File: src/rgbyuv_pkg.sv
// Shared constants and types for the RGB24 to YUV 4:2:0 converter.
package rgbyuv_pkg;

  localparam int MAX_WIDTH  = 4096;
  localparam int MAX_HEIGHT = 4096;

  localparam int SIZE_W = 13;
  localparam int COL_W  = $clog2(MAX_WIDTH);
  localparam int ROW_W  = $clog2(MAX_HEIGHT);
  localparam int IDX_W  = 2;

  localparam logic [IDX_W-1:0] REG_FRAME_WIDTH  = IDX_W'(0);
  localparam logic [IDX_W-1:0] REG_FRAME_HEIGHT = IDX_W'(1);

  localparam logic [SIZE_W-1:0] WIDTH_RESET  = SIZE_W'(640);
  localparam logic [SIZE_W-1:0] HEIGHT_RESET = SIZE_W'(480);

  typedef enum logic [1:0] {
    CHROMA_NONE = 2'd0,
    CHROMA_U    = 2'd1,
    CHROMA_V    = 2'd2
  } chroma_kind_t;

  // Last valid position for a programmed size: 0 acts as 1, oversize clamps.
  function automatic logic [SIZE_W-1:0] last_pos(input logic [SIZE_W-1:0] size,
                                                  input int max_size);
    logic [SIZE_W-1:0] res;
    if (size == '0) begin
      res = '0;
    end else if (32'(size) > max_size) begin
      res = SIZE_W'(max_size - 1);
    end else begin
      res = size - SIZE_W'(1);
    end
    return res;
  endfunction

endpackage

File: src/rgb24_to_yuv420_converter_unit.sv
// Top level of the RGB24 to YUV 4:2:0 pixel-stream converter.
//
// Pixels arrive in raster order on the input channel (in_valid/in_stall,
// red/green/blue), one item per pixel. Each pixel gives one result item on
// the output channel (out_valid/out_stall): luma, and at even columns a
// chroma sample, U on even rows and V on odd rows. frame_end marks the last
// pixel of the frame.
// The frame size sits in two registers written over the cfg channel
// (cfg_valid/cfg_ready, cfg_index, cfg_data); cfg_ready is always high and
// unknown indexes are dropped. Writes do not touch the position counters.
// Timing: an accepted pixel lands in an input register, the color products
// are formed between it and the result register, which drives out_valid.
// One pixel per cycle is sustained while the receiver does not stall.
// Reset clears the position to the first pixel, empties both stages and
// loads 640x480. When the receiver stalls, the result holds; one more pixel
// can still enter the input register before in_stall is raised.
module rgb24_to_yuv420_converter_unit
  import rgbyuv_pkg::*;
(
  input  logic              clk,
  input  logic              rst,
  input  logic              in_valid,
  output logic              in_stall,
  input  logic [7:0]        red,
  input  logic [7:0]        green,
  input  logic [7:0]        blue,
  output logic              out_valid,
  input  logic              out_stall,
  output logic [7:0]        luma,
  output logic [1:0]        chroma_kind,
  output logic [7:0]        chroma,
  output logic              frame_end,
  input  logic              cfg_valid,
  output logic              cfg_ready,
  input  logic [IDX_W-1:0]  cfg_index,
  input  logic [SIZE_W-1:0] cfg_data
);

  logic [SIZE_W-1:0] frame_width;
  logic [SIZE_W-1:0] frame_height;
  logic [COL_W-1:0]  column_count;
  logic [ROW_W-1:0]  row_count;

  logic              s1_valid;
  logic [7:0]        s1_red;
  logic [7:0]        s1_green;
  logic [7:0]        s1_blue;
  logic              s1_even_col;
  logic              s1_even_row;
  logic              s1_frame_end;

  logic              advance;
  logic              accept;
  logic              last_col;
  logic              last_row;

  logic [16:0]        luma_sum;
  logic signed [17:0] u_sum;
  logic signed [17:0] v_sum;
  logic signed [17:0] rs;
  logic signed [17:0] gs;
  logic signed [17:0] bs;
  logic [7:0]         luma_next;
  logic [7:0]         chroma_next;
  chroma_kind_t       kind_next;

  assign cfg_ready = 1'b1;

  always_ff @(posedge clk) begin
    if (rst) begin
      frame_width  <= WIDTH_RESET;
      frame_height <= HEIGHT_RESET;
    end else if (cfg_valid) begin
      unique case (cfg_index)
        REG_FRAME_WIDTH:  frame_width  <= cfg_data;
        REG_FRAME_HEIGHT: frame_height <= cfg_data;
        default: ;
      endcase
    end
  end

  // Whole pipe moves when the result register is free or being taken.
  assign advance  = !out_valid || !out_stall;
  assign in_stall = s1_valid && !advance;
  assign accept   = in_valid && !in_stall;

  assign last_col = {1'b0, column_count} >= last_pos(frame_width, MAX_WIDTH);
  assign last_row = {1'b0, row_count} >= last_pos(frame_height, MAX_HEIGHT);

  always_ff @(posedge clk) begin
    if (rst) begin
      column_count <= '0;
      row_count    <= '0;
    end else if (accept) begin
      if (last_col) begin
        column_count <= '0;
        row_count    <= last_row ? '0 : row_count + ROW_W'(1);
      end else begin
        column_count <= column_count + COL_W'(1);
      end
    end
  end

  always_ff @(posedge clk) begin
    if (rst) begin
      s1_valid <= 1'b0;
    end else if (accept) begin
      s1_valid <= 1'b1;
    end else if (advance) begin
      s1_valid <= 1'b0;
    end
  end

  always_ff @(posedge clk) begin
    if (accept) begin
      s1_red       <= red;
      s1_green     <= green;
      s1_blue      <= blue;
      s1_even_col  <= !column_count[0];
      s1_even_row  <= !row_count[0];
      s1_frame_end <= last_col && last_row;
    end
  end

  // Constant multiplies; the low byte of each sum's >>8 is bits [15:8].
  always_comb begin
    rs = $signed({10'd0, s1_red});
    gs = $signed({10'd0, s1_green});
    bs = $signed({10'd0, s1_blue});
    luma_sum = 17'd66 * {9'd0, s1_red} + 17'd129 * {9'd0, s1_green}
             + 17'd25 * {9'd0, s1_blue} + 17'd128;
    u_sum = 18'sd112 * bs - 18'sd38 * rs - 18'sd74 * gs + 18'sd128;
    v_sum = 18'sd112 * rs - 18'sd94 * gs - 18'sd18 * bs + 18'sd128;
    luma_next = luma_sum[15:8] + 8'd16;
    if (!s1_even_col) begin
      kind_next   = CHROMA_NONE;
      chroma_next = 8'd0;
    end else if (s1_even_row) begin
      kind_next   = CHROMA_U;
      chroma_next = u_sum[15:8] + 8'd128;
    end else begin
      kind_next   = CHROMA_V;
      chroma_next = v_sum[15:8] + 8'd128;
    end
  end

  always_ff @(posedge clk) begin
    if (rst) begin
      out_valid <= 1'b0;
    end else if (advance) begin
      out_valid <= s1_valid;
    end
  end

  always_ff @(posedge clk) begin
    if (advance && s1_valid) begin
      luma        <= luma_next;
      chroma_kind <= kind_next;
      chroma      <= chroma_next;
      frame_end   <= s1_frame_end;
    end
  end

endmodule
File: config.mk
export PLATFORM = sky130hd
export DESIGN_NAME = rgb24_to_yuv420_converter_unit
export DESIGN_NICKNAME = d
export VERILOG_FILES = /design/src/rgbyuv_pkg.sv /design/src/rgb24_to_yuv420_converter_unit.sv
export SDC_FILE = /design/constraint.sdc
export NUM_CORES = 1
export LEC_CHECK = 0
export BUFFER_PORTS_ARGS = -buffer_cell sky130_fd_sc_hd__clkbuf_2
export CAP_MARGIN = 30
export CORE_MARGIN = 1.5
export CORE_UTILIZATION = 55
export DETAILED_ROUTE_END_ITERATION = 6
export GPL_TIMING_DRIVEN = 0
export PLACE_DENSITY = 0.73
export SLEW_MARGIN = 10
export SYNTH_ARGS = -nofsm -noshare
export SYNTH_HDL_FRONTEND = slang
export SYNTH_SLANG_ARGS = --single-unit
File: constraint.sdc
create_clock -name clk -period 14.2 [get_ports clk]
set_input_delay 0.71 -clock clk [delete_from_list [all_inputs] [get_ports clk]]
set_output_delay 0.71 -clock clk [all_outputs]
set_load 0.05 [all_outputs]
==> impl_summary.log <==
[metrics] run status: finished, final reports clean
[metrics] number of antenna violations at the first check in global routing: 0
[metrics] post-route cell area: 0.0127 mm2
[metrics] adder and majority gate portion of the synthesized area: 42.3%
[metrics] Routability Congestion: 0.824
[metrics] nets@finish: 1,697
[metrics] total routing resource utilization after global routing: 22.7%
[metrics] clock latency reported for the late side of the worst-skew pair: 0.36 ns
[metrics] count of buffers added by post-CTS timing repair for setup: 0
[metrics] Setup WS post-layout: 7.81 ns
[metrics] number of flops mapped to enable cells by yosys: 46
[metrics] global-route wire length before repair: 39,700 um
[metrics] Leak: 6.33 nW
[metrics] commonest non-fill, non-tap cell in the layout: sky130_fd_sc_hd__ha_1
[metrics] proportion of power drawn by the clock network: 9.4%
[metrics] ratio of cells with drive above 1 in the final layout: 7.90%
[metrics] die width: 149 um
[metrics] final HPWL from detailed placement: 19,000 um
[metrics] start-to-end type of the worst setup path: register to register
[metrics] most frequent cells in the layout: sky130_fd_sc_hd__ha_1, sky130_fd_sc_hd__inv_1, sky130_fd_sc_hd__a21oi_1, sky130_fd_sc_hd__nand2_1, sky130_fd_sc_hd__fa_1
[metrics] share of total power consumed by net switching: 47.0%
[metrics] boundary pin count: 66
[metrics] Synthesized Nets: 1,621
[metrics] combinational share of power: 74.7%
[metrics] compound-cell area share of the yosys netlist: 11.2%
[metrics] Resized Gates After CTS: 0
[metrics] number of H-tree levels: 3
[metrics] aggregate routed wire length: 23,400 um
[metrics] async set-reset flop share out of synthesis: 0%
[metrics] Critical Path RT: 14.30 ns
[metrics] sequential fraction of the synthesis area: 20.7%
[metrics] endpoints failing hold: 0
[metrics] data arrival at the endpoint of the critical path: 6.49 ns
[metrics] DRC viols: 0
[metrics] via count: 8,408
[metrics] setup repair after global routing missed its margin: false
[metrics] TritonCTS Buffers: 9
[metrics] Inst Count DP: 1,575
[metrics] summed instance area of the synthesized netlist: 0.0117 mm2
[metrics] post-layout total power: 2.52 mW
[metrics] clock-pin slew on the worst setup and hold paths: 0.07 ns
[metrics] Antenna Cells: 0
[metrics] xor-xnor portion of the synthesized cell area: 7.33%
[metrics] dominant synthesized flop cell: sky130_fd_sc_hd__dfxtp_1
[metrics] Slew Limit Fails: 0
[metrics] DIE HEIGHT: 149 um
[metrics] Avg Synthesized Cell Area: 9.48 um2
[metrics] Max transition margin: 51.4%
[metrics] crit share post-route: 45.0%
[metrics] standard-cell row count: 53
[metrics] Critical Path Source Type: register
[metrics] register bit count reported by yosys: 98
[metrics] kind of path behind the tightest hold check: register to register
[metrics] clock tree root driver cell: sky130_fd_sc_hd__clkbuf_16
[metrics] timing-limited maximum frequency: 0.156 GHz
[metrics] combinational family with the most area after synthesis: adder cells
[metrics] worst-path fanout max: 7
[metrics] relative area change from synthesis to final layout: 8.21%
[metrics] total negative setup slack: 0 ns
[metrics] setup slack after placement: 7.86 ns
[metrics] Core ar.: 0.0210 mm2
[metrics] non-filler instance count after layout: 1,591
[metrics] Die Outline Area: 0.0222 mm2
[metrics] Final setup violation count: 0
[metrics] IR Drop Worst-Case VDD: 0.000172 V
[metrics] total number of yosys warnings: 0
[metrics] buffers from clock root to sink, at most: 2
[metrics] routed wirelength normalized by instance count: 14.7 um
[metrics] maximum number of pins on one net before global-route repair: 33
[metrics] internal power consumption: 1.34 mW
[metrics] CTS tree: done
[metrics] TritonCTS Sinks: 98
[metrics] number of global-route vias before repair: 8,430
[metrics] GR peak layer: met2
[metrics] fraction of power consumed by sequential logic: 15.9%
[metrics] Setup Skew: 0.0100 ns
[metrics] multiplexer fraction of the synthesized cell area: 0.256%
[metrics] post-DR vias/cell: 5.28
[metrics] number of DRC violations after detailed-routing iteration 0: 303
[metrics] simple-gate share of the synthesized area: 10.5%
[metrics] Post-Place Cell Area: 0.0124 mm2
[metrics] worst slew pin tran: 0.727 ns
[metrics] net switching component of the power: 1.19 mW
[metrics] synth unique cells: 64
[metrics] Initial DRT Pass Iterations: 5
[metrics] number of hold buffers added after CTS: 0
[metrics] GRT met1 Usage: 28.4%
[metrics] routing usage on met2: 40.9%
[metrics] Antenna Violating Nets Remaining: 0
[metrics] CP endpoint kind: register
[metrics] count of mapped cells out of synthesis: 1,235
[metrics] Global Route met3 Usage: 3.06%
[metrics] effective utilization at floorplan: 55.9%
[metrics] Pwr per Cell Area: 199 mW/mm2
[metrics] number of buffers added on ports: 64
[metrics] max-cap viol count: 0
[metrics] Final min period: 6.39 ns
[metrics] overflow left after global routing: 0
-- layout make-up --
cell class              count  area (um2)
multi-input cells         904        8390
fillers                  1835        8280
plain buffers              19         101
inverters                 214         803
flip-flops and latches     98        2420
clock buffers              11         243
repair buffers             65         335
well taps                 275         344
clock inverters             5        36.3
-- path summary, 6_finish.rpt --
kind / from / end / slack [ns] / depth (start not counted)
max: s1_green[3] / chroma[7] / 7.81 / 22
min: s1_frame_end / frame_end / 0.44 / 0
max reg2reg: s1_green[3] / chroma[7] / 7.81 / 22
min reg2reg: s1_frame_end / frame_end / 0.44 / 0
-- power by group through the flow --
stage	Clock [mW]	Combinational [mW]	Sequential, mW
floorplan	0	1.42	0.485
global placement	0	1.83	0.408
finish	0.237	1.89	0.401
detailed placement	0	1.87	0.408
global route	0.250	2.17	0.406
CTS	0.242	1.90	0.402
-- routing by layer --
metal	wire length, um	vias to the layer above	part of all wire (%)
li1	-	4303	-
met1	10400	3989	45
met2	11800	95	51
met3	691	21	3.0
met4	464	0	2.0
met5	0	-	0
-- metrics by stage --
stage | util (%) | hold WS [ns]
2_1_floorplan | - | 0.400
3_3_place_gp | 59.1 | 0.405
3_5_place_dp | 59.2 | 0.429
4_1_cts | 60.5 | 0.445
5_1_grt | 60.5 | 0.452
6_report | 60.5 | 0.443
-- synth_stat cells (2+ instances only) --
library cell	count	area (um2)
sky130_fd_sc_hd__a211o_1	2	17.5
sky130_fd_sc_hd__a211oi_1	2	15.0
sky130_fd_sc_hd__a21boi_0	6	45.0
sky130_fd_sc_hd__a21o_1	20	150
sky130_fd_sc_hd__a21oi_1	92	460
sky130_fd_sc_hd__a21oi_2	7	61.3
sky130_fd_sc_hd__a311oi_1	2	17.5
sky130_fd_sc_hd__a41oi_1	2	17.5
sky130_fd_sc_hd__and2_1	9	56.3
sky130_fd_sc_hd__and3_1	5	31.3
sky130_fd_sc_hd__buf_1	2	7.51
sky130_fd_sc_hd__buf_2	3	15.0
sky130_fd_sc_hd__buf_6	3	33.8
sky130_fd_sc_hd__clkbuf_1	10	37.5
sky130_fd_sc_hd__dfxtp_1	52	1040
sky130_fd_sc_hd__edfxtp_1	46	1380
sky130_fd_sc_hd__fa_1	87	1740
sky130_fd_sc_hd__ha_1	255	3190
sky130_fd_sc_hd__inv_1	214	803
sky130_fd_sc_hd__maj3_1	2	20.0
sky130_fd_sc_hd__mux2i_1	3	30.0
sky130_fd_sc_hd__nand2_1	89	334
sky130_fd_sc_hd__nand2b_1	10	62.6
sky130_fd_sc_hd__nand3_1	16	80.1
sky130_fd_sc_hd__nand3b_1	9	67.6
sky130_fd_sc_hd__nand4_1	8	50.1
sky130_fd_sc_hd__nand4b_1	3	26.3
sky130_fd_sc_hd__nor2_1	57	214
sky130_fd_sc_hd__nor2b_1	5	31.3
sky130_fd_sc_hd__nor3_1	13	65.1
sky130_fd_sc_hd__nor3b_1	3	22.5
sky130_fd_sc_hd__nor4_1	4	25.0
sky130_fd_sc_hd__nor4b_1	3	26.3
sky130_fd_sc_hd__o21a_1	9	67.6
sky130_fd_sc_hd__o21ai_0	26	130
sky130_fd_sc_hd__o21bai_1	19	143
sky130_fd_sc_hd__o22ai_1	4	25.0
sky130_fd_sc_hd__o31ai_1	4	30.0
sky130_fd_sc_hd__or2_1	2	12.5
sky130_fd_sc_hd__or3_1	5	31.3
sky130_fd_sc_hd__or4_1	3	22.5
sky130_fd_sc_hd__xnor2_1	61	534
sky130_fd_sc_hd__xor2_1	37	324
-- flip-flops by register name, indices dropped and copies added, names as in the netlist --
register,flops
s1_blue,8
s1_frame_end,1
s1_even_col,1
s1_even_row,1
frame_end,1
frame_height,13
out_valid,1
s1_red,8
column_count,12
chroma,8
s1_green,8
frame_width,13
s1_valid,1
chroma_kind,2
luma,8
row_count,12
-- kinds of logic (layout without fill, tap and decap cells) --
logic type	Yosys count	count (layout)
and+or+nand+nor	252	252
muxes	3	3
xor gates and xnor gates	98	98
DFF	98	98
buffers and inverters	233	314
adders and majority gates	344	344
other	1	1
AOI/OAI and AO/OA	206	206
-- worst max-delay path: stages (launching register included) --
cell and delay [ns]:
sky130_fd_sc_hd__edfxtp_1 0.73, sky130_fd_sc_hd__inv_1 0.19, sky130_fd_sc_hd__fa_1 0.54, sky130_fd_sc_hd__inv_1 0.04, sky130_fd_sc_hd__ha_1 0.29, sky130_fd_sc_hd__fa_1 0.53
sky130_fd_sc_hd__fa_1 0.47, sky130_fd_sc_hd__a21o_1 0.18, sky130_fd_sc_hd__a21oi_1 0.24, sky130_fd_sc_hd__o21bai_1 0.11, sky130_fd_sc_hd__a21oi_1 0.25, sky130_fd_sc_hd__xnor2_1 0.13
sky130_fd_sc_hd__fa_1 0.54, sky130_fd_sc_hd__inv_1 0.04, sky130_fd_sc_hd__ha_1 0.30, sky130_fd_sc_hd__ha_1 0.34, sky130_fd_sc_hd__o21a_1 0.11, sky130_fd_sc_hd__o21ai_0 0.13
sky130_fd_sc_hd__a21oi_1 0.11, sky130_fd_sc_hd__o41a_1 0.39, sky130_fd_sc_hd__a21oi_1 0.21, sky130_fd_sc_hd__xnor2_1 0.15, sky130_fd_sc_hd__o22ai_1 0.10
(Power assumes the default switching activity.)
